`src/rtl/bpra_pkg.sv`:
```
// Shared types and constants of the bitmap page run allocator.
// Depends on nothing; every other file of the block uses it.
package bpra_pkg;

   // Default geometry of the managed window
   localparam int DEF_PAGE_BYTES = 4096;
   localparam int DEF_NUM_PAGES  = 1024;

   // Fixed field widths of the transactions
   localparam int SIZE_W   = 23;
   localparam int ADDR_W   = 32;
   localparam int STATUS_W = 2;

   // The usage map is stored and scanned one word at a time
   localparam int WORD_BITS = 32;
   localparam int LANE_W    = $clog2(WORD_BITS);

   // Request modes
   localparam logic MODE_ALLOC = 1'b0;
   localparam logic MODE_FREE  = 1'b1;

   // Result codes
   typedef enum logic [STATUS_W-1:0] {
      STATUS_OK        = 2'd0,
      STATUS_ZERO_SIZE = 2'd1,
      STATUS_NO_RUN    = 2'd2,
      STATUS_OUTSIDE   = 2'd3
   } status_type;

   // Outcome of scanning one map word
   typedef struct packed {
      logic              hit;
      logic [LANE_W-1:0] lane;
   } scan_result_type;

endpackage

```
`src/rtl/bpra_req_if.sv`:
```
// Request channel of the bitmap page run allocator: valid, ready and payload.
// Depends on bpra_pkg for the field widths.
interface bpra_req_if;
   logic                        valid;
   logic                        ready;
   logic                        mode;
   logic [bpra_pkg::SIZE_W-1:0] size_bytes;
   logic [bpra_pkg::ADDR_W-1:0] region_address;

   modport source (output valid, output mode, output size_bytes, output region_address,
                   input ready);
   modport sink (input valid, input mode, input size_bytes, input region_address,
                 output ready);
   modport monitor (input valid, input ready, input mode, input size_bytes,
                    input region_address);
endinterface

```
`src/rtl/bpra_rsp_if.sv`:
```
// Response channel of the bitmap page run allocator: valid, ready and payload.
// Depends on bpra_pkg for the field widths.
interface bpra_rsp_if;
   logic                          valid;
   logic                          ready;
   logic [bpra_pkg::ADDR_W-1:0]   granted_address;
   logic [bpra_pkg::STATUS_W-1:0] status;

   modport source (output valid, output granted_address, output status, input ready);
   modport sink (input valid, input granted_address, input status, output ready);
   modport monitor (input valid, input ready, input granted_address, input status);
endinterface

```
`src/rtl/bpra_run_scan.sv`:
```
// Word scan unit: finds the first page in one map word that completes a free run.
// Depends on bpra_pkg; used by the top level once per word during a search.
module bpra_run_scan #(
   parameter int NUM_PAGES = bpra_pkg::DEF_NUM_PAGES
) (
   input  logic [bpra_pkg::WORD_BITS-1:0]    used_word,
   input  logic [$clog2(NUM_PAGES + 1)-1:0]  carry_run,
   input  logic [$clog2(NUM_PAGES + 1)-1:0]  pages,
   output logic [$clog2(NUM_PAGES + 1)-1:0]  carry_out,
   output bpra_pkg::scan_result_type         result
);
   import bpra_pkg::*;

   localparam int CNT_W = $clog2(NUM_PAGES + 1);

   logic [CNT_W-1:0]     run_len [WORD_BITS];
   logic [WORD_BITS-1:0] hit_vec;

   // Position of the highest used page at or below a lane
   function automatic logic [LANE_W:0] last_used(input logic [WORD_BITS-1:0] w,
                                                 input int upto);
      logic              any;
      logic [LANE_W-1:0] pos;
      any = 1'b0;
      pos = '0;
      for (int j = 0; j < WORD_BITS; j++) begin
         if (j <= upto && w[j]) begin
            any = 1'b1;
            pos = LANE_W'(j);
         end
      end
      return {any, pos};
   endfunction

   // Length of the free run that ends at each lane, including a run carried in
   always_comb begin : lane_eval
      logic [LANE_W:0] lu;
      lu = '0;
      for (int i = 0; i < WORD_BITS; i++) begin
         lu = last_used(used_word, i);
         if (lu[LANE_W]) begin
            run_len[i] = CNT_W'(i) - CNT_W'(lu[LANE_W-1:0]);
         end else begin
            run_len[i] = carry_run + CNT_W'(i) + CNT_W'(1);
         end
         hit_vec[i] = !used_word[i] && (run_len[i] >= pages);
      end
   end

   // Pick the lowest lane where the run reaches the requested length
   always_comb begin : first_hit
      result.hit  = |hit_vec;
      result.lane = '0;
      for (int i = WORD_BITS - 1; i >= 0; i--) begin
         if (hit_vec[i]) begin
            result.lane = LANE_W'(i);
         end
      end
   end

   assign carry_out = run_len[WORD_BITS-1];

endmodule

```
`src/rtl/bitmap_page_run_allocator.sv`:
```
// An allocate scans the map word by word until a run is found, then rewrites the words the run
// spans; a free rewrites only the words it spans. Zero size, oversize, outside-window requests and
// allocates with no run are answered without changing the map.
// Throughput: one transaction at a time; the next is taken once the response register is loaded.
// Reset: synchronous; a clearing pass then zeroes the map one word at a time, not ready meanwhile.
// Depends on bpra_pkg, bpra_req_if, bpra_rsp_if and bpra_run_scan.
module bitmap_page_run_allocator #(
   parameter int PAGE_BYTES = bpra_pkg::DEF_PAGE_BYTES,
   parameter int NUM_PAGES  = bpra_pkg::DEF_NUM_PAGES
) (
   input  logic                        clock,
   input  logic                        reset,
   bpra_req_if.sink                    req_chan,
   bpra_rsp_if.source                  rsp_chan,
   input  logic                        csr_write_enable,
   input  logic [bpra_pkg::ADDR_W-1:0] csr_write_data
);
   import bpra_pkg::*;

   // Page size must be a power of two, which the block does not check; page arithmetic is shifting
   localparam int PAGE_SHIFT = $clog2(PAGE_BYTES);
   localparam int NUM_WORDS  = (NUM_PAGES + WORD_BITS - 1) / WORD_BITS;
   localparam int WIDX_W     = (NUM_WORDS > 1) ? $clog2(NUM_WORDS) : 1;
   localparam int WCNT_W     = WIDX_W + 1;
   localparam int PIDX_W     = WIDX_W + LANE_W;
   localparam int CNT_W      = $clog2(NUM_PAGES + 1);
   localparam int PG_W       = SIZE_W + 1 - PAGE_SHIFT;
   localparam int FIRST_W    = ADDR_W - PAGE_SHIFT;
   localparam int CMP_W      = ADDR_W + 1;

   localparam logic [WCNT_W-1:0] LAST_WORD   = WCNT_W'(NUM_WORDS - 1);
   localparam logic [CMP_W-1:0]  NUM_PAGES_C = CMP_W'(NUM_PAGES);
   localparam logic [PIDX_W:0]   PAD_START   = (PIDX_W + 1)'(NUM_PAGES);
   localparam logic [SIZE_W:0]   ROUND_UP    = (SIZE_W + 1)'(PAGE_BYTES - 1);

   typedef enum logic [6:0] {
      ST_CLEAR  = 7'b0000001,
      ST_IDLE   = 7'b0000010,
      ST_CHECK  = 7'b0000100,
      ST_SEARCH = 7'b0001000,
      ST_PREP   = 7'b0010000,
      ST_APPLY  = 7'b0100000,
      ST_DONE   = 7'b1000000
   } state_type;

   state_type             state_ff, state_in;
   logic [ADDR_W-1:0]     base_ff, base_in;
   logic                  mode_ff, mode_in;
   logic [SIZE_W-1:0]     size_ff, size_in;
   logic [ADDR_W-1:0]     addr_ff, addr_in;
   logic [PG_W-1:0]       pages_ff, pages_in;
   logic [FIRST_W-1:0]    first_ff, first_in;
   logic [PIDX_W-1:0]     lo_ff, lo_in;
   logic [PIDX_W-1:0]     hi_ff, hi_in;
   logic [WCNT_W-1:0]     iss_ff, iss_in;
   logic [WIDX_W-1:0]     proc_ff, proc_in;
   logic                  dv_ff, dv_in;
   logic [CNT_W-1:0]      carry_ff, carry_in;
   logic [WCNT_W-1:0]     clr_ff, clr_in;
   status_type            status_ff, status_in;
   logic                  rsp_valid_ff, rsp_valid_in;
   logic [ADDR_W-1:0]     rsp_addr_ff, rsp_addr_in;
   status_type            rsp_status_ff, rsp_status_in;
   logic [WORD_BITS-1:0]  rd_data_ff;

   logic [WORD_BITS-1:0]  map_mem [NUM_WORDS];

   logic                  rd_en;
   logic [WIDX_W-1:0]     rd_addr;
   logic                  wr_en;
   logic [WIDX_W-1:0]     wr_addr;
   logic [WORD_BITS-1:0]  wr_data;

   logic [SIZE_W:0]       size_round;
   logic [WORD_BITS-1:0]  pad_mask;
   logic [WORD_BITS-1:0]  run_mask;
   logic [WORD_BITS-1:0]  scan_word;
   logic [CNT_W-1:0]      scan_carry;
   scan_result_type       scan_res;
   logic [CMP_W-1:0]      end_excl;
   logic [WIDX_W-1:0]     lo_word, hi_word;
   logic                  rsp_free;

   assign req_chan.ready           = (state_ff == ST_IDLE);
   assign rsp_chan.valid           = rsp_valid_ff;
   assign rsp_chan.granted_address = rsp_addr_ff;
   assign rsp_chan.status          = rsp_status_ff;

   assign size_round = {1'b0, req_chan.size_bytes} + ROUND_UP;
   assign end_excl   = CMP_W'(first_ff) + CMP_W'(pages_ff);
   assign lo_word    = lo_ff[PIDX_W-1:LANE_W];
   assign hi_word    = hi_ff[PIDX_W-1:LANE_W];
   assign rsp_free   = !rsp_valid_ff || rsp_chan.ready;

   // Mark lanes past the last page as used so no run extends into them
   always_comb begin : pad_lanes
      for (int b = 0; b < WORD_BITS; b++) begin
         pad_mask[b] = ({1'b0, proc_ff, LANE_W'(b)} >= PAD_START);
      end
   end

   // Lanes of the current word covered by the run being marked or released
   always_comb begin : cover_lanes
      for (int b = 0; b < WORD_BITS; b++) begin
         run_mask[b] = ((proc_ff != lo_word) || (LANE_W'(b) >= lo_ff[LANE_W-1:0])) &&
                       ((proc_ff != hi_word) || (LANE_W'(b) <= hi_ff[LANE_W-1:0]));
      end
   end

   assign scan_word = rd_data_ff | pad_mask;

   bpra_run_scan #(
      .NUM_PAGES (NUM_PAGES)
   ) u_scan (
      .used_word (scan_word),
      .carry_run (carry_ff),
      .pages     (CNT_W'(pages_ff)),
      .carry_out (scan_carry),
      .result    (scan_res)
   );

   // Sequencer: check, scan the map word by word for an allocate, then rewrite the covered words
   always_comb begin : seq_next
      state_in      = state_ff;
      base_in       = base_ff;
      mode_in       = mode_ff;
      size_in       = size_ff;
      addr_in       = addr_ff;
      pages_in      = pages_ff;
      first_in      = first_ff;
      lo_in         = lo_ff;
      hi_in         = hi_ff;
      iss_in        = iss_ff;
      proc_in       = proc_ff;
      dv_in         = 1'b0;
      carry_in      = carry_ff;
      clr_in        = clr_ff;
      status_in     = status_ff;
      rsp_valid_in  = rsp_valid_ff && !rsp_chan.ready;
      rsp_addr_in   = rsp_addr_ff;
      rsp_status_in = rsp_status_ff;
      rd_en         = 1'b0;
      rd_addr       = iss_ff[WIDX_W-1:0];
      wr_en         = 1'b0;
      wr_addr       = proc_ff;
      wr_data       = '0;

      if (csr_write_enable) begin
         base_in = csr_write_data;
      end

      case (state_ff)
         ST_CLEAR: begin
            // Zero one map word per cycle after reset
            wr_en   = 1'b1;
            wr_addr = clr_ff[WIDX_W-1:0];
            if (clr_ff == LAST_WORD) begin
               state_in = ST_IDLE;
            end else begin
               clr_in = clr_ff + WCNT_W'(1);
            end
         end
         ST_IDLE: begin
            // Capture the transaction and round its size up to pages
            if (req_chan.valid) begin
               mode_in  = req_chan.mode;
               size_in  = req_chan.size_bytes;
               addr_in  = req_chan.region_address;
               pages_in = size_round[SIZE_W:PAGE_SHIFT];
               state_in = ST_CHECK;
            end
         end
         ST_CHECK: begin
            if (size_ff == '0) begin
               status_in = STATUS_ZERO_SIZE;
               state_in  = ST_DONE;
            end else if (mode_ff == MODE_ALLOC) begin
               if (CMP_W'(pages_ff) > NUM_PAGES_C) begin
                  status_in = STATUS_NO_RUN;
                  state_in  = ST_DONE;
               end else begin
                  iss_in   = '0;
                  proc_in  = '0;
                  carry_in = '0;
                  state_in = ST_SEARCH;
               end
            end else if (addr_ff < base_ff) begin
               status_in = STATUS_OUTSIDE;
               state_in  = ST_DONE;
            end else begin
               first_in = FIRST_W'((addr_ff - base_ff) >> PAGE_SHIFT);
               state_in = ST_PREP;
            end
         end
         ST_SEARCH: begin
            // Stream map words into the scan unit, one read ahead
            if (iss_ff <= LAST_WORD) begin
               rd_en  = 1'b1;
               iss_in = iss_ff + WCNT_W'(1);
               dv_in  = 1'b1;
            end
            if (dv_ff) begin
               carry_in = scan_carry;
               if (scan_res.hit) begin
                  hi_in    = {proc_ff, scan_res.lane};
                  state_in = ST_PREP;
               end else if ({1'b0, proc_ff} == LAST_WORD) begin
                  status_in = STATUS_NO_RUN;
                  state_in  = ST_DONE;
               end else begin
                  proc_in = proc_ff + WIDX_W'(1);
               end
            end
         end
         ST_PREP: begin
            // Settle the page range, then start at its first word; a free past the window end is rejected
            if (mode_ff == MODE_ALLOC) begin
               lo_in    = PIDX_W'(CMP_W'(hi_ff) - CMP_W'(pages_ff) + CMP_W'(1));
               iss_in   = {1'b0, lo_in[PIDX_W-1:LANE_W]};
               proc_in  = lo_in[PIDX_W-1:LANE_W];
               state_in = ST_APPLY;
            end else if ((CMP_W'(first_ff) >= NUM_PAGES_C) || (end_excl > NUM_PAGES_C)) begin
               status_in = STATUS_OUTSIDE;
               state_in  = ST_DONE;
            end else begin
               lo_in    = first_ff[PIDX_W-1:0];
               hi_in    = PIDX_W'(end_excl - CMP_W'(1));
               iss_in   = {1'b0, lo_in[PIDX_W-1:LANE_W]};
               proc_in  = lo_in[PIDX_W-1:LANE_W];
               state_in = ST_APPLY;
            end
         end
         ST_APPLY: begin
            // Read ahead one word, set or clear the covered bits of the word in hand
            if (iss_ff <= {1'b0, hi_word}) begin
               rd_en  = 1'b1;
               iss_in = iss_ff + WCNT_W'(1);
               dv_in  = 1'b1;
            end
            if (dv_ff) begin
               wr_en   = 1'b1;
               wr_data = (mode_ff == MODE_FREE) ? (rd_data_ff & ~run_mask)
                                                : (rd_data_ff | run_mask);
               if (proc_ff == hi_word) begin
                  status_in = STATUS_OK;
                  state_in  = ST_DONE;
               end else begin
                  proc_in = proc_ff + WIDX_W'(1);
               end
            end
         end
         ST_DONE: begin
            // Load the output register once it is free
            if (rsp_free) begin
               rsp_valid_in  = 1'b1;
               rsp_status_in = status_ff;
               if (mode_ff == MODE_ALLOC && status_ff == STATUS_OK) begin
                  rsp_addr_in = base_ff + (ADDR_W'(lo_ff) << PAGE_SHIFT);
               end else begin
                  rsp_addr_in = '0;
               end
               state_in = ST_IDLE;
            end
         end
         default: begin
            state_in = ST_CLEAR;
            clr_in   = '0;
         end
      endcase
   end

   // Control registers
   always_ff @(posedge clock) begin
      if (reset) begin
         state_ff     <= ST_CLEAR;
         clr_ff       <= '0;
         dv_ff        <= 1'b0;
         rsp_valid_ff <= 1'b0;
         base_ff      <= '0;
      end else begin
         state_ff     <= state_in;
         clr_ff       <= clr_in;
         dv_ff        <= dv_in;
         rsp_valid_ff <= rsp_valid_in;
         base_ff      <= base_in;
      end
   end

   // Payload and working registers
   always_ff @(posedge clock) begin
      mode_ff       <= mode_in;
      size_ff       <= size_in;
      addr_ff       <= addr_in;
      pages_ff      <= pages_in;
      first_ff      <= first_in;
      lo_ff         <= lo_in;
      hi_ff         <= hi_in;
      iss_ff        <= iss_in;
      proc_ff       <= proc_in;
      carry_ff      <= carry_in;
      status_ff     <= status_in;
      rsp_addr_ff   <= rsp_addr_in;
      rsp_status_ff <= rsp_status_in;
   end

   // Usage map: one write port, one registered read port
   always_ff @(posedge clock) begin
      if (rd_en) begin
         rd_data_ff <= map_mem[rd_addr];
      end
      if (wr_en) begin
         map_mem[wr_addr] <= wr_data;
      end
   end

endmodule

```
`src/flat_wrapper.sv`:
```
// flat-port wrapper written by rule: the top's interface ports become plain ports
module bitmap_page_run_allocator_flat import bpra_pkg::*;
#(
   parameter int PAGE_BYTES = bpra_pkg::DEF_PAGE_BYTES,
   parameter int NUM_PAGES  = bpra_pkg::DEF_NUM_PAGES
)
  (clock, reset, csr_write_enable, csr_write_data, req_chan_valid, req_chan_mode, req_chan_size_bytes, req_chan_region_address, req_chan_ready, rsp_chan_valid, rsp_chan_granted_address, rsp_chan_status, rsp_chan_ready);
  bpra_req_if req_chan_i ();
  bpra_rsp_if rsp_chan_i ();
  input  logic clock;
  input  logic reset;
  input  logic csr_write_enable;
  input  logic [bpra_pkg::ADDR_W-1:0] csr_write_data;
  input wire logic [$bits(req_chan_i.valid)-1:0] req_chan_valid;
  input wire logic [$bits(req_chan_i.mode)-1:0] req_chan_mode;
  input wire logic [$bits(req_chan_i.size_bytes)-1:0] req_chan_size_bytes;
  input wire logic [$bits(req_chan_i.region_address)-1:0] req_chan_region_address;
  output wire logic [$bits(req_chan_i.ready)-1:0] req_chan_ready;
  output wire logic [$bits(rsp_chan_i.valid)-1:0] rsp_chan_valid;
  output wire logic [$bits(rsp_chan_i.granted_address)-1:0] rsp_chan_granted_address;
  output wire logic [$bits(rsp_chan_i.status)-1:0] rsp_chan_status;
  input wire logic [$bits(rsp_chan_i.ready)-1:0] rsp_chan_ready;
  assign req_chan_i.valid = req_chan_valid;
  assign req_chan_i.mode = req_chan_mode;
  assign req_chan_i.size_bytes = req_chan_size_bytes;
  assign req_chan_i.region_address = req_chan_region_address;
  assign req_chan_ready = req_chan_i.ready;
  assign rsp_chan_valid = rsp_chan_i.valid;
  assign rsp_chan_granted_address = rsp_chan_i.granted_address;
  assign rsp_chan_status = rsp_chan_i.status;
  assign rsp_chan_i.ready = rsp_chan_ready;
  bitmap_page_run_allocator #(.PAGE_BYTES(PAGE_BYTES), .NUM_PAGES(NUM_PAGES)) u_core (.clock(clock), .reset(reset), .req_chan(req_chan_i), .rsp_chan(rsp_chan_i), .csr_write_enable(csr_write_enable), .csr_write_data(csr_write_data));
endmodule
```
`config.mk`:
```
export PLATFORM = sky130hd
export DESIGN_NAME = bitmap_page_run_allocator_flat
export DESIGN_NICKNAME = d
export VERILOG_FILES = /design/src/rtl/bpra_pkg.sv /design/src/rtl/bpra_req_if.sv /design/src/rtl/bpra_rsp_if.sv /design/src/rtl/bpra_run_scan.sv /design/src/rtl/bitmap_page_run_allocator.sv /design/src/flat_wrapper.sv
export SDC_FILE = /design/constraint.sdc
export NUM_CORES = 2
export LEC_CHECK = 0
export BUFFER_PORTS_ARGS = -buffer_cell sky130_fd_sc_hd__buf_2
export CORE_MARGIN = 1.5
export CORE_UTILIZATION = 55
export CTS_CLUSTER_SIZE = 30
export DETAILED_ROUTE_END_ITERATION = 16
export GPL_ROUTABILITY_DRIVEN = 1
export GPL_TIMING_DRIVEN = 0
export PLACE_DENSITY = 0.74
export SLEW_MARGIN = 0
export SYNTH_ARGS = -nofsm -noshare
export SYNTH_HDL_FRONTEND = slang
export SYNTH_SLANG_ARGS = --single-unit
```
`constraint.sdc`:
```
create_clock -name clock -period 6 [get_ports clock]
set_input_delay 0.3 -clock clock [delete_from_list [all_inputs] [get_ports clock]]
set_output_delay 0.3 -clock clock [all_outputs]
set_load 0.005 [all_outputs]
```
-- Word-level counts from Yosys, hierarchy flattened
Memories as Yosys holds them, arrays and structs flattened. A register that Yosys moved wholly into a read port is not among the register bits.
Index checks and enable logic that the tools add are counted.
- bitwise gates (word level): 7
- $lt $le $gt $ge: 102
- mux-type cells: 200
- $add $sub $neg: 103
- reductions and logical operators: 184
- eq/ne operators: 37
- operators by type and width (cell ; count):
    $mux W11 ; 36
    $mux W5 ; 73
    $add A11 B1 Y11 const B ; 32
    $ge A11 B11 Y1 ; 32
    $add A11 B5 Y11 const B ; 16
    $mux W7 ; 14
    $mux W32 ; 3
    $sub A5 B5 Y6 const A ; 16
    $add A11 B4 Y11 const B ; 8
    $ge A5 B5 Y1 const A ; 16
    $le A5 B5 Y1 const A ; 16
    $logic_and A1 B1 Y1 ; 66
    $logic_or A1 B1 Y1 ; 66
    $mux W10 ; 6
    $pmux W7 S7 ; 1
    $mux W6 ; 8
    $sub A4 B5 Y6 const A ; 8
    $add A11 B3 Y11 const B ; 4
    $ge A4 B5 Y1 const A ; 8
    $le A4 B5 Y1 const A ; 8
    $mux W1 ; 40
    $logic_not A1 Y1 ; 34
    $add A32 B22 Y32 ; 1
    $and A32 B32 Y32 ; 1
    63 further kinds ; 120
- memories kept: 1
- flip-flop bits (word level): 213
- input port bits: 93
- output and inout port bits: 36
- bits in writable memories: 1024
- logic and storage cells: 652
- memories (memory ; words ; bits a word ; rd ports ; clocked after memory_dff ; write ports ; line ; source):
    u_core.map_mem ; 32 ; 32 ; 1 ; 1 ; 1 ; bitmap_page_run_allocator.sv:66 ; logic [WORD_BITS-1:0] map_mem [NUM_WORDS];

-- Logic depth before layout (Yosys ltp)
- depth after elaboration: 70
- gate-level depth with buffers: 24
- mapped depth without buffers: 22

-- By module
From an unflattened synthesis, not the netlist that was laid out.
- cell total of the unflattened synthesis: 5563
- area total of the unflattened synthesis: 68530.7 µm²
- modules (own cells, without submodules) (module ; times used ; area each (µm²) ; sequential area each (µm²) ; cells each):
    bitmap_page_run_allocator ; 1 ; 52922.0 ; 37636.1 ; 3324
    bpra_run_scan ; 1 ; 15608.7 ; 0.0 ; 2239

-- Worst setup path after synthesis
OpenSTA, ideal clock, no wires.
- kind: reg2reg
- from: register u_core.rd_data_ff[4], read port of u_core.map_mem
- to: register u_core.proc_ff[0], enable pin
- slack: -0.025 ns
- cell stages (with the launch flop): 19
- arrival: 5.650 ns
- buffers on the path: 3
- setup time: 0.375 ns
- cell sequence: edfxtp_1 > clkbuf_1 > nor4_1 > nand2_1 > buf_2 > or2_2 > clkbuf_1 > nor2_1 > mux2_2 > ha_1 > a211oi_1 > o21ai_1 > a2111oi_1 > a221oi_2 > or2_4 > or4_4 > or4_4 > o21ai_1 > nor3b_1
- word-level cells in the longest chain between the ends: 35
- elaborated cells between the ends (all ways): 172
- RTL lines (element ; line ; source):
    start: declaration ; bitmap_page_run_allocator.sv:64 ; logic [WORD_BITS-1:0] rd_data_ff;
    $mux W5 (28 in a row) ; bpra_run_scan.sv:27 ; if (j <= upto && w[j]) begin
    $sub A5 B5 Y6 ; bpra_run_scan.sv:42 ; run_len[i] = CNT_W'(i) - CNT_W'(lu[LANE_W-1:0]);
    $mux W11 ; bpra_run_scan.sv:41 ; if (lu[LANE_W]) begin
    $ge A11 B11 Y1 ; bpra_run_scan.sv:46 ; hit_vec[i] = !used_word[i] && (run_len[i] >= pages);
    $logic_and A1 B1 Y1 ; bpra_run_scan.sv:46 ;
    $reduce_or A32 Y1 * ; bpra_run_scan.sv:52 ; result.hit = |hit_vec;
    $ne A2 B2 Y1 (no line) * ; n/a ;
    $reduce_and A10 Y1 (no line) * ; n/a ;
    end signal: assignment ; bitmap_page_run_allocator.sv:299 ; proc_ff <= proc_in;
    end: declaration ; bitmap_page_run_allocator.sv:56 ; logic [WIDX_W-1:0] proc_ff, proc_in;
Every way passes the cells marked *; elsewhere a longest branch is shown, timed or not.
A chain may end at the register's enable or synchronous reset.

-- Final worst setup path
- from: register u_core.rd_data_ff[2], read port of u_core.map_mem
- to: register u_core.proc_ff[0], enable pin
- word-level cells in the longest chain between the ends: 37
- elaborated cells between the ends (all ways): 184
- RTL lines (element ; line):
    $mux W5 (30 in a row) ; bpra_run_scan.sv:27
    $sub A5 B5 Y6 ; bpra_run_scan.sv:42
    $mux W11 ; bpra_run_scan.sv:41
    $ge A11 B11 Y1 ; bpra_run_scan.sv:46
    $logic_and A1 B1 Y1 ; bpra_run_scan.sv:46
    $reduce_or A32 Y1 * ; bpra_run_scan.sv:52
    $ne A2 B2 Y1 (no line) * ; n/a
    $reduce_and A10 Y1 (no line) * ; n/a
Marks and branches as above.

==> qor.yml <==
worst_setup_path:
  critPathMaxStageDelay_ns: 0.52
  worstPathRequired_ns: 6.36
  cp.arrival_ns: 6.31
  path_delay_family: "simple AND/OR/NAND/NOR gates"
  critPathMaxFanout: 10
  cpMaxStageDelayCell: "or4_4"
  crit_chain: "buf_4 > buf_4 > nor4_4 > buf_6 > nand2_2 > or3_1 > clkbuf_1 > nor2_1 > nand2_1 > clkbuf_1 > nor2_4 > a21oi_1 > a21oi_1 > ha_1 > a211oi_2 > o21a_1 > a221oi_2 > nor4_4 > nand3_2 > or4_4 > o21ai_2 > nor3b_4"
  start_kind: "flip-flop"
  cp_num_buf_inv: 5
  crit_path_end_kind: "flip-flop"
  crit_type: "flip-flop to flip-flop"
logic_synthesis:
  synth_edf_count: 1222
  synth-async-reset-ratio_pct: 0
  dominantRegCellSynth: "edfxtp_1"
  syn_avg_cell_area_um2: 13.49
  syn_inst: 5005
  ys_seq_area_share_pct: 55.74
  synth_cell_types: 103
  netlist_area_um2: 67520
  synth_fp_nets: 5583
  ys_ff_latch: 1269
  yosysWarnings: 0
power_and_ir_drop:
  max-vdd-ir-drop_mv: 0.2890
  cellPowerDensity_nw_per_um2: 234.7
  power_leakage_nw: 26.05
cts:
  clk_latency_ns: 0.77
  cts_buffers: 120
  htreeDepth: 3
  ctsLongestPathBuffers: 3
  clkTransAtPathRegs_ns: 0.07
  cts_tree: "done"
  cts_sinks: 1269
  cts-root-buf: "clkbuf_16"
placed_design:
  gp_congestion: 1.046
  dp_hpwl_um: 154500
  io_buffers: 126
  pre_cts_slack_ns: -2.862
  place_area_um2: 72600
finish:
  final_common_cell: "edfxtp_1"
  syn_to_final_growth_pct: 17.20
  fin_util_pct: 65.01
  layout_common_cells: "1,222 x edfxtp_1, 480 x nor2_1, 474 x ha_1, 320 x mux4_2, 261 x a21oi_1"
  fillCellCount: 8513
  fin_area_um2: 79130
  drive_gt1_share_pct: 20.65
  fin_nets: 6077
drt:
  wl_per_cell_um: 31.52
  vias: 48700
  drc: 0
  via_per_inst: 6.730
  firstDrtPassIters: 6
  ant_nets: 0
  drtIter0Drc: 6095
  totalWireLength_um: 228100
timing:
  period_share_pct: 99.17
  hold_viol: 0
  whs_ns: 0.07889
  skew_ns: 0.08312
  relSlewSlack_pct: -1.764
  fin_tns_setup_ns: 0
  setup_viol_count_final: 0
  setup_slack_ns: 0.04983
  tightest_slew_ns: 1.526
  slew_violations: 11
  max_freq_mhz: 168.1
  final.min_clock_period_ns: 5.950
die:
  core_area_um2: 121700
  start_util_pct: 55.47
  rows: 128
  fp.dieH_um: 353.4
  boundaryPins: 129
  fp.dieArea_um2: 124900
  fp.dieW_um: 353.4
global_routing:
  grt_pass1_wl_um: 327000
  grtUsageTotal_pct: 36.10
  grt_max_degree: 36
  grt_pass1_vias: 48130
  antenna_found_initial: 10
  grt_overflow: 0
run_status:
  failed_checks: "max-capacitance violations, max-slew violations"
  status: "complete, but fails checks"
run:
  max_cap_viol_count: 1
hold_path:
  hold_class: "primary input to flip-flop"
## state kept, by name, indices dropped and copies added, names as in the netlist, 7 cells and up
name / cells
u_core.addr_ff: 32
u_core.rd_data_ff: 32
u_core.carry_ff: 11
u_core.hi_ff: 10
u_core.first_ff: 20
u_core.state_ff: 7
u_core.lo_ff: 10
u_core.size_ff: 23
u_core.rsp_chan.granted_address: 32
u_core.base_ff: 32
u_core.pages_ff: 12
u_core.map_mem: 1024
## path summary, 6_finish.rpt
path	start	endpoint	slack, ns	cells after the start
min	csr_write_enable	u_core.base_ff[31]$_SDFFE_PP0P_	0.08	3
max reg2reg	u_core.rd_data_ff[2]$_DFFE_PP_	u_core.proc_ff[0]$_DFFE_PP_	0.05	22
min reg2reg	u_core.status_ff[1]$_DFFE_PP_	u_core.rsp_chan.status[1]$_DFFE_PP_	0.45	0
max	u_core.rd_data_ff[2]$_DFFE_PP_	u_core.proc_ff[0]$_DFFE_PP_	0.05	22
## routing by layer
metal	part of all wire (%)	GRT usage, %
met1	35	44.96
met2	48	59.20
met3	11	7.318
met4	6.3	20.17
met5	0.025	0
## cell families (layout without fill, tap and decap cells)
group | Yosys count | after routing | share of synthesized area, %
other | 0 | 8 | 0
xor gates and xnor gates | 276 | 276 | 3.580
adders and majority gates | 485 | 485 | 9.021
and+or+nand+nor | 1276 | 1276 | 8.779
buffers and inverters | 384 | 983 | 2.179
DFF | 1269 | 1269 | 55.74
muxes | 429 | 429 | 12.37
AOI/OAI and AO/OA | 886 | 886 | 8.323
## timing repair
| item | 4_1_cts | 5_1_grt |
|---|---|---|
| pin swaps | 22 | 30 |
| gates resized for setup | 139 | 114 |
| endpoints found under the setup margin | 26 | 22 |
| hold endpoints to repair | 105 | 0 |
| hold buffers | 93 | 0 |
| setup buffers | 56 | 32 |
## per-stage QoR
stage,std cells,total power [W]
global placement,6756,0.01080
finish,7237,0.01857
CTS,7201,0.01857
global route,7230,0.01895
floorplan,5005,0.01054
detailed placement,6840,0.01095
## cells in the mapped netlist, types with 30 or more instances
cell      count  area share (%)
a211oi_1     53            0.59
a21o_1       56            0.62
a21oi_1     279             2.1
a31oi_1      39            0.36
buf_1        45            0.25
clkbuf_1    194             1.1
dfxtp_1      47             1.4
edfxtp_1   1222              54
ha_1        482             8.9
inv_1       131            0.73
mux2_2       44            0.73
mux2i_1      64            0.95
mux4_2      320              11
nand2_1     265             1.5
nand2b_1     53            0.49
nand3_1      50            0.37
nand4_1      46            0.43
nor2_1      536             3.0
nor2b_1      51            0.47
nor3_1       79            0.59
nor4_1       33            0.31
o21a_1       41            0.46
o21ai_0     183             1.4
or2_2        30            0.28
or3_1        45            0.42
xnor2_1     163             2.1
xor2_1      113             1.5
## layout make-up
class	instances	area (µm²)	share of cell area, %
diodes	8	20.02	0.02530
repair buffers	393	4119	5.205
well taps	1625	2033	2.569
multi-input cells	3352	29850	37.72
plain buffers	226	975.9	1.233
inverters	137	530.5	0.6704
clock buffers	135	3059	3.866
clock inverters	92	908.4	1.148
flip-flops and latches	1269	37640	47.56
## worst min-delay path: stages
cell and delay (ns):
clkbuf_1 0.17, mux2i_1 0.17, nor2_1 0.09
## report_power, final
group          internal, W  leakage (nW)  switching [W]  total (W)
Clock              0.00422          1.92        0.00349    0.00771
Combinational     0.000298          14.4       0.000544   0.000843
Sequential         0.00992          9.70       0.000101     0.0100
Total               0.0144          26.1        0.00414     0.0186
(Power assumes the default switching activity.)
